## config.mk

```make
export PLATFORM = sky130hd
export DESIGN_NAME = lrte_div
export DESIGN_NICKNAME = d
export VERILOG_FILES = /design/src/hdl/lrte_pkg.sv /design/src/hdl/lrte_div.sv
export SDC_FILE = /design/constraint.sdc
export NUM_CORES = 2
export LEC_CHECK = 0
export BUFFER_PORTS_ARGS = -buffer_cell sky130_fd_sc_hd__clkbuf_2
export CAP_MARGIN = 20
export CORE_MARGIN = 3
export CORE_UTILIZATION = 50
export CTS_BUF_LIST = sky130_fd_sc_hd__clkbuf_4 sky130_fd_sc_hd__clkbuf_8 sky130_fd_sc_hd__clkbuf_16
export DETAILED_ROUTE_END_ITERATION = 6
export PLACE_DENSITY = 0.61
export SKIP_CTS_REPAIR_TIMING = 1
export SLEW_MARGIN = 30
export SYNTH_ARGS = -nofsm -noshare
export SYNTH_HDL_FRONTEND = slang
export SYNTH_SLANG_ARGS = --single-unit
```

## constraint.sdc

```tcl
create_clock -name clk -period 8.85 [get_ports clk]
set_clock_uncertainty 0.05 [all_clocks]
set_input_delay 0.4425 -clock clk [delete_from_list [all_inputs] [get_ports clk]]
set_output_delay 0.4425 -clock clk [all_outputs]
set_load 0.01 [all_outputs]
```

## src/hdl/lrte_pkg.sv

```systemverilog
// Shared types, constants and helper functions for the line and rectangle expander.
`timescale 1ns / 1ps
package lrte_pkg;

  localparam int VERTICES_PER_PRIMITIVE = 6;
  localparam int DIM_W = 13;
  localparam int COORD_W = 30;

  localparam int DIV_NUM_W = 54;
  localparam int DIV_DEN_W = 46;
  localparam int DIV_Q_W = 26;
  localparam int DIV_CMP_W = DIV_DEN_W + DIV_Q_W;
  localparam int DIV_STAGES = DIV_Q_W + 1;

  localparam int SQRT_W = 64;
  localparam int SQRT_STEPS = 32;
  localparam int SQRT_STAGES = SQRT_STEPS + 1;
  localparam int ROOT_W = 32;

  localparam int NORM_STAGES = 6;
  localparam int SHIFT_W = 6;

  localparam logic [DIM_W-1:0] CANVAS_RESET = 13'd1024;
  localparam logic signed [COORD_W-1:0] ONE_Q13 = 30'sd8192;

  localparam logic OP_LINE = 1'b0;
  localparam logic OP_RECT = 1'b1;

  localparam logic REG_CANVAS_WIDTH = 1'b0;
  localparam logic REG_CANVAS_HEIGHT = 1'b1;

  localparam logic [2:0] LAST_VERTEX = 3'(VERTICES_PER_PRIMITIVE - 1);

  typedef struct packed {
    logic op;
    logic signed [15:0] ax;
    logic signed [15:0] ay;
    logic signed [15:0] bx;
    logic signed [15:0] by;
    logic [11:0] lw;
    logic [31:0] col;
  } prim_t;

  typedef struct packed {
    logic op;
    logic zero;
    logic [11:0] lw;
    logic [31:0] col;
    logic signed [COORD_W-1:0] px;
    logic signed [COORD_W-1:0] py;
    logic signed [COORD_W-1:0] ex;
    logic signed [COORD_W-1:0] ey;
    logic signed [COORD_W-1:0] dx;
    logic signed [COORD_W-1:0] dy;
  } geo_t;

  function automatic logic [16:0] abs16(logic signed [15:0] v);
    logic signed [16:0] t;
    t = 17'(v);
    return t[16] ? 17'(-t) : 17'(t);
  endfunction

  function automatic logic [COORD_W-1:0] abs_coord(logic signed [COORD_W-1:0] v);
    return v[COORD_W-1] ? COORD_W'(-v) : COORD_W'(v);
  endfunction

  function automatic logic [DIV_NUM_W-1:0] scale_num(logic signed [15:0] v,
                                                     logic [DIM_W-1:0] dim);
    logic [16:0] m;
    m = abs16(v);
    return DIV_NUM_W'({m, 10'b0}) + DIV_NUM_W'(dim >> 1);
  endfunction

  function automatic logic signed [COORD_W-1:0] apply_sign(logic [DIV_Q_W-1:0] q,
                                                           logic neg);
    logic signed [COORD_W-1:0] t;
    t = signed'(COORD_W'(q));
    return neg ? -t : t;
  endfunction

  function automatic logic [15:0] sat16(logic signed [COORD_W-1:0] v);
    logic [15:0] r;
    if (v > 30'sd32767) r = 16'h7FFF;
    else if (v < -30'sd32768) r = 16'h8000;
    else r = v[15:0];
    return r;
  endfunction

  function automatic logic [1:0] corner_sel(logic [2:0] k);
    logic [1:0] c;
    case (k)
      3'd0: c = 2'd0;
      3'd1: c = 2'd1;
      3'd2: c = 2'd2;
      3'd3: c = 2'd0;
      3'd4: c = 2'd2;
      3'd5: c = 2'd3;
      default: c = 2'd0;
    endcase
    return c;
  endfunction

endpackage

```

## src/hdl/lrte_div.sv

```systemverilog
// Pipelined restoring divider, one quotient bit per stage.
`timescale 1ns / 1ps
module lrte_div (
  input  logic                          clk,
  input  logic                          en,
  input  logic [lrte_pkg::DIV_NUM_W-1:0] num,
  input  logic [lrte_pkg::DIV_DEN_W-1:0] den,
  output logic [lrte_pkg::DIV_Q_W-1:0]   quot
);
  import lrte_pkg::*;

  logic [DIV_NUM_W-1:0] rem_r [DIV_STAGES];
  logic [DIV_DEN_W-1:0] den_r [DIV_Q_W];
  logic [DIV_Q_W-1:0]   q_r   [DIV_STAGES];

  always_ff @(posedge clk) begin
    if (en) begin
      rem_r[0] <= num;
      den_r[0] <= den;
      q_r[0]   <= '0;
    end
  end

  for (genvar g = 0; g < DIV_Q_W; g++) begin : g_step
    localparam int Bit = DIV_Q_W - 1 - g;
    logic [DIV_CMP_W-1:0] trial;
    logic                 take;

    assign trial = DIV_CMP_W'(den_r[g]) << Bit;
    assign take  = DIV_CMP_W'(rem_r[g]) >= trial;

    always_ff @(posedge clk) begin
      if (en) begin
        rem_r[g+1] <= take ? DIV_NUM_W'(DIV_CMP_W'(rem_r[g]) - trial) : rem_r[g];
        q_r[g+1]   <= q_r[g] | (take ? (DIV_Q_W'(1) << Bit) : DIV_Q_W'(0));
      end
    end

    if (g < DIV_Q_W - 1) begin : g_den
      always_ff @(posedge clk) begin
        if (en) begin
          den_r[g+1] <= den_r[g];
        end
      end
    end
  end

  assign quot = q_r[DIV_STAGES-1];

endmodule

```

Yosys cells after proc, flatten, opt, wreduce, memory -nomap -nowiden
Memories as Yosys holds them, arrays and structs flattened.
Cells that the tools add are included.
- bits in writable memories: 3356
- memories: 3
- output and inout bits: 26
- input bits: 102
- register bits after elaboration: 0
- word-level logic and storage cells: 135
- add/subtract/negate cells: 26
- bitwise gates (word level): 26
- mux-type cells: 54
- order comparisons: 26
- memory list (name ; depth ; width ; read ports ; clocked after Yosys merged registers in ; write ports ; line ; text):
    rem_r ; 27 ; 54 ; 26 ; 0 ; 27 ; lrte_div.sv:12 ; logic [DIV_NUM_W-1:0] rem_r [DIV_STAGES];
    den_r ; 26 ; 46 ; 26 ; 0 ; 26 ; lrte_div.sv:13 ; logic [DIV_DEN_W-1:0] den_r [DIV_Q_W];
    q_r ; 27 ; 26 ; 27 ; 0 ; 27 ; lrte_div.sv:14 ; logic [DIV_Q_W-1:0] q_r [DIV_STAGES];
- operators with widths (operator ; count):
    54-bit 2-to-1 mux ; 26
    54-bit subtractor ; 18
    54-bit by 71-bit greater-or-equal comparator with 1-bit output ; 1
    54-bit by 70-bit greater-or-equal comparator with 1-bit output ; 1
    54-bit by 69-bit greater-or-equal comparator with 1-bit output ; 1
    54-bit by 68-bit greater-or-equal comparator with 1-bit output ; 1
    54-bit by 67-bit greater-or-equal comparator with 1-bit output ; 1
    54-bit by 66-bit greater-or-equal comparator with 1-bit output ; 1
    54-bit by 65-bit greater-or-equal comparator with 1-bit output ; 1
    54-bit by 64-bit greater-or-equal comparator with 1-bit output ; 1
    54-bit by 63-bit greater-or-equal comparator with 1-bit output ; 1
    54-bit by 62-bit greater-or-equal comparator with 1-bit output ; 1
    54-bit by 61-bit greater-or-equal comparator with 1-bit output ; 1
    54-bit by 60-bit greater-or-equal comparator with 1-bit output ; 1
    54-bit by 59-bit greater-or-equal comparator with 1-bit output ; 1
    54-bit by 58-bit greater-or-equal comparator with 1-bit output ; 1
    54-bit by 57-bit greater-or-equal comparator with 1-bit output ; 1
    54-bit by 56-bit greater-or-equal comparator with 1-bit output ; 1
    54-bit by 55-bit greater-or-equal comparator with 1-bit output ; 1
    54-bit by 46-bit greater-or-equal comparator with 1-bit output ; 1
    54-bit by 47-bit greater-or-equal comparator with 1-bit output ; 1
    54-bit by 48-bit greater-or-equal comparator with 1-bit output ; 1
    54-bit by 49-bit greater-or-equal comparator with 1-bit output ; 1
    54-bit by 50-bit greater-or-equal comparator with 1-bit output ; 1
    other kinds (64) ; 66

Depth between registers and ports, before layout
An unclocked memory read counts as a cell.
- depth after elaboration: 4
- depth in mapped cells: 18

Worst setup path after synthesis
No wires, ideal clock.
- path type: flip-flop to flip-flop
- from: mem rem_r[3][22] (netlist: rem_r[0][184])
- to: mem rem_r[4][39] (netlist: rem_r[1][39]) (data pin)
- cell stages (with the launch flop): 18
- arrival time: 3599 ps
- path slack: 4942 ps
- data required time: 8540 ps
- cell sequence: edfxtp_1 > inv_1 > ha_1 > inv_1 > fa_1 > a21o_1 > a221o_1 > a211oi_2 > nor4_1 > nor4_1 > o21bai_1 > a21oi_1 > o21ai_1 > o21ai_1 > a41o_1 > buf_2 > buf_2 > mux2_2
- RTL lines (what ; line):
    start: declaration ; lrte_div.sv:12

==> qor.csv <==
metric,value,unit
outcome,finished with violations,
violations,hold timing,
syn_avg_cell_area,11.66,µm²
cts_max_path_buffers,4,
postLayoutCoreUtil,0.5587,
dp_cells,17480,
via_per_inst,5.751,
ir_worst_vdd,0.1837,mV
pin_count,128,
async_flop_share,0,
wl,399.3,mm
syn2layout_area_growth,10.90,%
place.gp.congestion,0.9952,
rows,205,
ys_warn_count,0,
yosys_register_bits,2951,
worst_slew_pin_slew,1.066,ns
num_vias,104600,
core-area,0.3129,mm²
cp-start-kind,register,
relSlewSlack,0.2894,
hold_violations,1,
path_clk_slew,0.06,ns
clock.fmax,0.1807,GHz
synthFlopType,edfxtp_1,
netlist_instances,13520,
met1_usage,0.2439,
drc,0,
cts_buffers,330,
yosys.area.top_type,edfxtp_1,
clock_latency,0.91,ns
layout_common_cells,"edfxtp_1 (2951), inv_1 (1272), a21oi_1 (1144)",
crit_fanout,37,
top_usage_layer,met2,
drive_gt1_frac,0.08899,
cts_root_buf,clkbuf_16,
htree_levels,5,
netlist.area_leader.share,0.5621,
rsz0062_at_grt,no,
fin_crit,5.536,ns
drt-initial-drc-count,6816,
grtUsageMet3,0.02478,
slew_viol_final,0,
period_share,0.6255,
synthDistinctLibCells,103,
overflow,0,
die_y,567.5,µm
maxCapViolations,0,
tns,0,ns
die_w,567.5,µm
endpoint_kind,register,
cts.sink_count,2951,
dr.pass1.iters,6,
synth_edf_count,2951,
final_common_cell,edfxtp_1,
hold_class,in2reg,
grt_first_pass_wirelength,611.6,mm
setup-violations-final,0,
synth_nets,14690,
path_class,reg2reg,
ys_seq_area_frac,0.5621,
arrival,6.13,ns
holdWs,-0.004082,ns
required,9.44,ns
wl_per_cell,21.96,µm
grt.met2_usage,0.4692,
p_per_area,253.6,mW/mm²
nets,14940,
synth.area.top_cells,"edfxtp_1 (56%), ha_1 (8.3%), a21oi_1 (3.6%), inv_1 (3.0%), a21o_1 (3.0%)",
dieArea,0.3221,mm²
grt_max_degree,173,
antenna_found_initial,12,
grt_pass1_vias,107400,
p_total,44.34,mW
grt_usage,0.2424,
io_buffers,127,
fin_cells,18180,
p_leak,70.88,nW
hpwl,306.5,mm
ant_nets,0,
syn_area,0.1577,mm²
start_util,0.5038,
cts_tree,done,
-- stage by stage --
| stage | area, µm² | setup WS (ns) |
|---|---|---|
| after floorplan | 157700 | 4.942 |
| after global routing | 174800 | 3.039 |
| final | 174800 | 3.314 |
| after global placement | 162800 | 3.477 |
| after detailed placement | 162900 | 3.381 |
| after CTS | 173800 | 3.341 |
-- cells in the mapped netlist (all sizes together), types with 121 or more instances --
cell type and instances:
a21o 630, a21oi 1155, and3 121, buf 124
clkbuf 258, edfxtp 2951, ha 1043, inv 1273
mux2 378, nand2 978, nand2b 141, nand3 208
nand4 205, nor2 620, nor2b 143, nor3 144
nor4 125, o21ai 936, o21bai 130, xnor2 520
xor2 402
-- state kept, by name (all words and copies together) (netlist names) --
register,count
den_r,1196
rem_r,1404
q_r,351
-- path summary, 6_finish.rpt --
kind	slack, ns	endpoint	startpoint	cells past startpoint
setup reg to reg	3.31	rem_r[2][20]	rem_r[1][180]	16
hold reg to reg	0.35	q_r[6][76]	q_r[6][50]	0
setup / recovery	3.31	rem_r[2][20]	rem_r[1][180]	16
hold / removal	-0.004	q_r[2][18]	en	1
-- critical path: stages (launching register included) --
cell	delay, ns
edfxtp_1	0.38
inv_1	0.08
ha_1	0.15
inv_1	0.07
fa_1	0.40
a21o_1	0.19
a21o_1	0.20
a21o_1	0.21
o311a_1	0.33
o31ai_1	0.66
a21oi_1	0.13
nor2_1	0.25
o21ai_1	0.18
o21ai_0	0.48
a311o_2	0.64
buf_4	0.45
mux2_2	0.39
-- area by class of cell --
type | instances | area [µm²]
fillers | 25780 | 138100
flip-flops and latches | 2951 | 88620
multi-input cells | 8913 | 62890
clock buffers | 406 | 8899
well taps | 4140 | 5180
inverters | 1273 | 4778
repair buffers | 304 | 2446
clock inverters | 177 | 1982
diodes | 16 | 40.04
-- power breakdown --
part	internal [mW]	total (mW)	switching [mW]
registers	17.6	18.6	0.966
logic	4.93	12.0	7.10
clock network	8.08	13.7	5.67
total	30.6	44.3	13.7
-- logic make-up (layout without fill, tap and decap cells) --
family          count (synthesis)  count (layout)  share of synthesized area
xor+xnor                      922             922                    0.05122
fa+ha+maj                    1068            1068                    0.08595
mux                           394             394                    0.02802
buf+inv                      1655            2160                    0.04109
other cells                     0              16                          0
simple gates                 2940            2940                    0.09050
flops                        2951            2951                     0.5621
compound gates               3589            3589                     0.1411
-- routing by layer --
layer  vias to the layer above  routed length, µm  part of all wire
li1                      50450                  -                 -
met1                     50550             141700              0.35
met2                      2510             215600              0.54
met3                      1049              12420             0.031
met4                         2              29580             0.074
met5                         -                 17          0.000043
No activity file was read; power rests on OpenSTA's default activity.
