**config.mk**
```make
export PLATFORM = sky130hd
export DESIGN_NAME = lrte_sqrt
export DESIGN_NICKNAME = d
export VERILOG_FILES = /design/src/hdl/lrte_pkg.sv /design/src/hdl/lrte_sqrt.sv
export SDC_FILE = /design/constraint.sdc
export NUM_CORES = 2
export LEC_CHECK = 0
export BUFFER_PORTS_ARGS = -buffer_cell sky130_fd_sc_hd__buf_4
export CAP_MARGIN = 20
export CORE_UTILIZATION = 50
export CTS_CLUSTER_DIAMETER = 200
export DETAILED_ROUTE_END_ITERATION = 10
export PLACE_DENSITY = 0.75
export SETUP_SLACK_MARGIN = 0.5
export SYNTH_ARGS = -nofsm -noshare
export SYNTH_HDL_FRONTEND = slang
export SYNTH_MEMORY_MAX_BITS = 65536
export SYNTH_SLANG_ARGS = --single-unit
```
**constraint.sdc**
```tcl
create_clock -name clk -period 5 [get_ports clk]
set_input_delay 1 -clock clk [delete_from_list [all_inputs] [get_ports clk]]
set_output_delay 1 -clock clk [all_outputs]
set_load 0.02 [all_outputs]
```
**src/hdl/lrte_pkg.sv**
```systemverilog
// Shared types, constants and helper functions for the line and rectangle expander.
`timescale 1ns / 1ps
package lrte_pkg;

  localparam int VERTICES_PER_PRIMITIVE = 6;
  localparam int DIM_W = 13;
  localparam int COORD_W = 30;

  localparam int DIV_NUM_W = 54;
  localparam int DIV_DEN_W = 46;
  localparam int DIV_Q_W = 26;
  localparam int DIV_CMP_W = DIV_DEN_W + DIV_Q_W;
  localparam int DIV_STAGES = DIV_Q_W + 1;

  localparam int SQRT_W = 64;
  localparam int SQRT_STEPS = 32;
  localparam int SQRT_STAGES = SQRT_STEPS + 1;
  localparam int ROOT_W = 32;

  localparam int NORM_STAGES = 6;
  localparam int SHIFT_W = 6;

  localparam logic [DIM_W-1:0] CANVAS_RESET = 13'd1024;
  localparam logic signed [COORD_W-1:0] ONE_Q13 = 30'sd8192;

  localparam logic OP_LINE = 1'b0;
  localparam logic OP_RECT = 1'b1;

  localparam logic REG_CANVAS_WIDTH = 1'b0;
  localparam logic REG_CANVAS_HEIGHT = 1'b1;

  localparam logic [2:0] LAST_VERTEX = 3'(VERTICES_PER_PRIMITIVE - 1);

  typedef struct packed {
    logic op;
    logic signed [15:0] ax;
    logic signed [15:0] ay;
    logic signed [15:0] bx;
    logic signed [15:0] by;
    logic [11:0] lw;
    logic [31:0] col;
  } prim_t;

  typedef struct packed {
    logic op;
    logic zero;
    logic [11:0] lw;
    logic [31:0] col;
    logic signed [COORD_W-1:0] px;
    logic signed [COORD_W-1:0] py;
    logic signed [COORD_W-1:0] ex;
    logic signed [COORD_W-1:0] ey;
    logic signed [COORD_W-1:0] dx;
    logic signed [COORD_W-1:0] dy;
  } geo_t;

  function automatic logic [16:0] abs16(logic signed [15:0] v);
    logic signed [16:0] t;
    t = 17'(v);
    return t[16] ? 17'(-t) : 17'(t);
  endfunction

  function automatic logic [COORD_W-1:0] abs_coord(logic signed [COORD_W-1:0] v);
    return v[COORD_W-1] ? COORD_W'(-v) : COORD_W'(v);
  endfunction

  function automatic logic [DIV_NUM_W-1:0] scale_num(logic signed [15:0] v,
                                                     logic [DIM_W-1:0] dim);
    logic [16:0] m;
    m = abs16(v);
    return DIV_NUM_W'({m, 10'b0}) + DIV_NUM_W'(dim >> 1);
  endfunction

  function automatic logic signed [COORD_W-1:0] apply_sign(logic [DIV_Q_W-1:0] q,
                                                           logic neg);
    logic signed [COORD_W-1:0] t;
    t = signed'(COORD_W'(q));
    return neg ? -t : t;
  endfunction

  function automatic logic [15:0] sat16(logic signed [COORD_W-1:0] v);
    logic [15:0] r;
    if (v > 30'sd32767) r = 16'h7FFF;
    else if (v < -30'sd32768) r = 16'h8000;
    else r = v[15:0];
    return r;
  endfunction

  function automatic logic [1:0] corner_sel(logic [2:0] k);
    logic [1:0] c;
    case (k)
      3'd0: c = 2'd0;
      3'd1: c = 2'd1;
      3'd2: c = 2'd2;
      3'd3: c = 2'd0;
      3'd4: c = 2'd2;
      3'd5: c = 2'd3;
      default: c = 2'd0;
    endcase
    return c;
  endfunction

endpackage

```
**src/hdl/lrte_sqrt.sv**
```systemverilog
// Pipelined integer square root, one root bit per stage.
`timescale 1ns / 1ps
module lrte_sqrt (
  input  logic                        clk,
  input  logic                        en,
  input  logic [lrte_pkg::SQRT_W-1:0] x,
  output logic [lrte_pkg::ROOT_W-1:0] root
);
  import lrte_pkg::*;

  logic [SQRT_W-1:0] v_r [SQRT_STAGES];
  logic [SQRT_W-1:0] r_r [SQRT_STAGES];

  always_ff @(posedge clk) begin
    if (en) begin
      v_r[0] <= x;
      r_r[0] <= '0;
    end
  end

  for (genvar g = 0; g < SQRT_STEPS; g++) begin : g_step
    localparam int Sh = 2 * (SQRT_STEPS - 1 - g);
    logic [SQRT_W-1:0] b;
    logic [SQRT_W:0]   sum;
    logic              take;

    assign b    = SQRT_W'(1) << Sh;
    assign sum  = (SQRT_W+1)'(r_r[g]) + (SQRT_W+1)'(b);
    assign take = (SQRT_W+1)'(v_r[g]) >= sum;

    always_ff @(posedge clk) begin
      if (en) begin
        v_r[g+1] <= take ? SQRT_W'((SQRT_W+1)'(v_r[g]) - sum) : v_r[g];
        r_r[g+1] <= take ? (r_r[g] >> 1) + b : r_r[g] >> 1;
      end
    end
  end

  assign root = r_r[SQRT_STAGES-1][ROOT_W-1:0];

endmodule

```
# Word level (Yosys, flattened, before mapping)

Memory sizes are Yosys's and may differ from the RTL's.
Index checks and enable logic that the tools add are counted.

$add $sub $neg: 96
$lt $le $gt $ge: 32
Multiplexer cells: 66

Operators with widths:

| kind                                                             | number |
|---|---|
| 64-bit 2-to-1 mux                                                | 64 |
| 64-bit by 65-bit greater-or-equal comparator with 1-bit output   | 32 |
| 64-bit subtractor                                                | 32 |
| 64-bit by 1-bit adder with 65-bit output, second input constant  | 1 |
| 64-bit by 11-bit adder with 65-bit output, second input constant | 1 |
| 64-bit by 13-bit adder with 65-bit output, second input constant | 1 |
| 64-bit by 15-bit adder with 65-bit output, second input constant | 1 |
| 64-bit by 17-bit adder with 65-bit output, second input constant | 1 |
| 64-bit by 19-bit adder with 65-bit output, second input constant | 1 |
| 64-bit by 21-bit adder with 65-bit output, second input constant | 1 |
| 64-bit by 23-bit adder with 65-bit output, second input constant | 1 |
| 64-bit by 25-bit adder with 65-bit output, second input constant | 1 |
| 64-bit by 27-bit adder with 65-bit output, second input constant | 1 |
| 64-bit by 29-bit adder with 65-bit output, second input constant | 1 |
| 64-bit by 3-bit adder with 65-bit output, second input constant  | 1 |
| 64-bit by 31-bit adder with 65-bit output, second input constant | 1 |
| 64-bit by 33-bit adder with 65-bit output, second input constant | 1 |
| 64-bit by 35-bit adder with 65-bit output, second input constant | 1 |
| 64-bit by 37-bit adder with 65-bit output, second input constant | 1 |
| 64-bit by 39-bit adder with 65-bit output, second input constant | 1 |
| 64-bit by 41-bit adder with 65-bit output, second input constant | 1 |
| 64-bit by 43-bit adder with 65-bit output, second input constant | 1 |
| 64-bit by 45-bit adder with 65-bit output, second input constant | 1 |
| 64-bit by 47-bit adder with 65-bit output, second input constant | 1 |
| other kinds (44)                                                 | 45 |

Flip-flop bits (word level): 0
RAM bits: 4224
Output and inout bits: 32
Memories: 2

Memories:

| memory | depth | width | rd ports | clocked after Yosys merged registers in | write ports | line            | text |
|---|---|---|---|---|---|---|---|
| r_r    | 33    | 64    | 33       | 0                                       | 33          | lrte_sqrt.sv:12 | `logic [SQRT_W-1:0] r_r [SQRT_STAGES];` |
| v_r    | 33    | 64    | 32       | 0                                       | 33          | lrte_sqrt.sv:11 | `logic [SQRT_W-1:0] v_r [SQRT_STAGES];` |

# Logic depth before layout (Yosys ltp)

An unclocked memory read counts as a cell.

Depth in word-level cells: 4
Depth in mapped cells: 15
Depth with buffers taken out: 13

# Worst setup path after synthesis

Ideal clock, no wire load.

Kind: reg-to-reg
Start point: memory v_r[26][35] (netlist: v_r[0][1699])
End point: memory v_r[27][44] (netlist: v_r[0][1772]) (data pin)
Setup time: 0.258 ns
Data arrival time: 3.405 ns
Setup slack: 1.337 ns
Stages on the path, launching flop included: 11
Path buffers: 1
Period minus slack after synthesis: 3.663 ns
Path through: edfxtp_1 > ha_1 > clkbuf_1 > nand4_1 > or4b_2 > or2_2 > nor2_1 > a32oi_1 > or3_1 > or4b_2 > xnor2_1

RTL lines:

| element     | line |
|---|---|
| from (decl) | lrte_sqrt.sv:11 |

==> run metrics <==
flops & latches, synth=about 2,600; GRT Resource Usage Total=0.2550; Pwr Total=63.95 mW; worst skew pair latency=approximately 0.93 ns; CTS tree=built; top cell type's share of synthesized area=0.6343; Vias=79,060; Crit Path Category=register to register; Final Cycle Share=0.8627; average cell area after synthesis=approximately 13 um2; Initial Util=0.5051; FILL cells=19,160; # resized after CTS=2; first-pass GRT wire length=roughly 470 mm; fin crit period=roughly 4.3 ns; die area=approximately 250,000 um2; setup repair bufs after CTS=0; Synth area leader=edfxtp_1; Post-DP Area=between 100,000 and 150,000 um2; outcome=finished clean; CP Buf/Inv Count=1; Post-Syn Area=122,000 um2; leakage power=~51 nW; count leader, synth=edfxtp_1; Clk network pwr share=0.323; initial antenna violation count=5; die span in y=around 500 um; IO buf count=97; GRT overflow=0; CTS Buf Count=between 200 and 300; Final Instance Area=approximately 140,000 um2; Fmax achieved=0.2318 GHz; worst path cell trace=ha_1, nand2_1, nor4_2, nand3_1, nor4_2, a31oi_1, a21boi_4, inv_2, nand3_1, nor4_1, xor2_1; Seq/Total Area, Yosys=0.6343; EDFF count, synth=about 2,600; Reg power frac=0.469; root buffer cell=clkbuf_16; Max-Cap Viols=0; Core Rows=180; clk slew on worst S/H paths=0.07 ns; post-route setup TNS=0 ns; Hold WS=approximately 0.22 ns; clk buf depth=4; synth cell count leaders=edfxtp_1 (2,576), inv_1 (681), nor2_1 (646), a21oi_1 (630), nand2_1 (619); CP required=5.62 ns; DR pass1 iterations=8; CTS sink count=~2,600; Slowest cell on crit path=nor4_2; Slew Limit Headroom=0.2638; CTS Hold Bufs=0; post-detail-place hpwl=~240 mm; largest net degree at the start of global routing=approximately 150; crit path DAT=just under 5 ns; Max Clock Skew=a little over 0.06 ns; Async SR Flop Fraction=0; worst r2r path cells=11; Max FO, Critical Path=10; Worst path top cell family by delay=simple AND/OR/NAND/NOR gates; Final setup viols=0; drt via density=about 5.9; Crit path largest cell delay=0.65 ns; Non-Filler Instances=13,310; gpl congestion=just under 1; syn_nets=between 10,000 and 15,000; IO Pins=98; startpoint type of the worst setup path=register; Final Net Count=between 10,000 and 15,000; WL per Instance=23.85 um; stages on the worst setup path=11; cell-internal power=between 40 and 50 mW; P&R area growth vs syn=11.67%; drt total wl=317.5 mm; RSZ-0062 raised after global routing=false; post-synthesis cell count=9,618; net load switching power=18.95 mW; Hold Crit Class=input pin to register; DIE WIDTH=495.9 um; Logic pwr share=0.207; Synth Warn #=0; CTS H-tree depth=5; DRT antenna net count=0; Final Hold Vio Count=0; core footprint=around 240,000 um2; DRC=0; Worst VDD drop=0.3278 mV; cell count after placement=approximately 13,000; Max Slew Vio Count=0; Critical Path End Type=register; DR iter-0 viols=6,590; hold path depth=1; Synth Flop Type=edfxtp_1; pwr dens=469.6 nW/um2; Slew @ Worst Pin=roughly 1.1 ns; vias in the first global route=slightly below 80,000; top area cells in the synthesized netlist=edfxtp_1 (63%), ha_1 (5.7%), xnor2_1 (3.4%); share of layout cells above drive strength 1=0.07732; sw frac=0.2963; Netlist cell types=94
[layer usage]
layer / share of wire / wire length [um] / vias up / GRT usage
met3: 0.050 / 15930 / 956 / 0.03765
met2: 0.52 / 163700 / 2867 / 0.4640
li1: - / - / 36690 / -
met1: 0.35 / 112600 / 38540 / 0.2710
met5: 0.000085 / 27 / - / 0
met4: 0.080 / 25260 / 4 / 0.1773
[final timing paths]
check / end / from / slack [ns]
min: v_r[0][3] / x[3] / 0.22
max: v_r[0][1917] / v_r[0][1818] / 0.69
max reg2reg: v_r[0][1917] / v_r[0][1818] / 0.69
min reg2reg: v_r[0][1353] / v_r[0][1289] / 0.42
[logic make-up after synthesis]
group	share of synthesized area
AO/OA/AOI/OAI	0.09014
XOR/XNOR	0.06263
adder cells (fa/ha/maj)	0.05725
buffers and inverters	0.02708
flip-flops	0.6343
multiplexers	0.007777
AND/OR/NAND/NOR	0.1208
[power by group through the flow]
| stage | combinational [mW] | clock, mW | sequential (mW) |
|---|---|---|---|
| 2_1_floorplan | 9.48 | 0 | 28.9 |
| 3_3_place_gp | 12.8 | 0 | 30.4 |
| 6_report | 13.3 | 20.7 | 30.0 |
| 4_1_cts | 13.1 | 20.9 | 30.0 |
| 3_5_place_dp | 13.0 | 0 | 30.4 |
| 5_1_grt | 14.6 | 21.7 | 30.2 |
[final cells by class]
class / count / area [um2] / area share
Sequential cell: 2576 / 77350 / 0.5680
Inverter: 684 / 2567 / 0.01885
Multi-Input combinational cell: 6171 / 41430 / 0.3043
Timing Repair Buffer: 208 / 1773 / 0.01302
Antenna cell: 2 / 5.005 / 0.00003675
Clock buffer: 335 / 7426 / 0.05453
Clock inverter: 153 / 1640 / 0.01204
Tap cell: 3185 / 3985 / 0.02926
[cells in the final DEF, fill, tap and decap left out, types with 29 or more instances in the layout]
| master | n |
|---|---|
| or3_1 | 102 |
| buf_4 | 190 |
| clkinv_1 | 44 |
| a31oi_1 | 52 |
| or2_2 | 39 |
| nand2b_1 | 110 |
| edfxtp_1 | 2576 |
| o21ai_0 | 430 |
| nor2_1 | 646 |
| a21oi_1 | 629 |
| nor4_1 | 359 |
| clkinv_2 | 43 |
| o31ai_1 | 40 |
| nor4b_1 | 52 |
| o21bai_1 | 41 |
| a211oi_1 | 34 |
| nand3_1 | 187 |
| clkbuf_16 | 290 |
| ha_1 | 558 |
| nor2b_1 | 72 |
| and3_1 | 42 |
| xnor2_1 | 471 |
| o211ai_1 | 29 |
| xor2_1 | 401 |
| o21a_1 | 98 |
| bufinv_16 | 33 |
| nor3_1 | 258 |
| inv_1 | 681 |
| mux2_2 | 66 |
| nand4_1 | 152 |
| a21o_1 | 226 |
| nand2_1 | 619 |
| or4_1 | 65 |
| clkbuf_1 | 45 |
[state kept, by name, summed over array words and instances, names as in the netlist]
| signal | cells |
|---|---|
| r_r | 528 |
| v_r | 2048 |
[metrics by stage]
| step | util | setup slack (ns) |
|---|---|---|
| after floorplan | - | 1.337 |
| after global placement | 0.5263 | 0.2522 |
| after detailed placement | 0.5263 | 0.2570 |
| after CTS | 0.5638 | 0.5117 |
| after global routing | 0.5641 | 0.5075 |
| final | 0.5641 | 0.6863 |
Note: power is estimated with default switching activity, not from simulation.
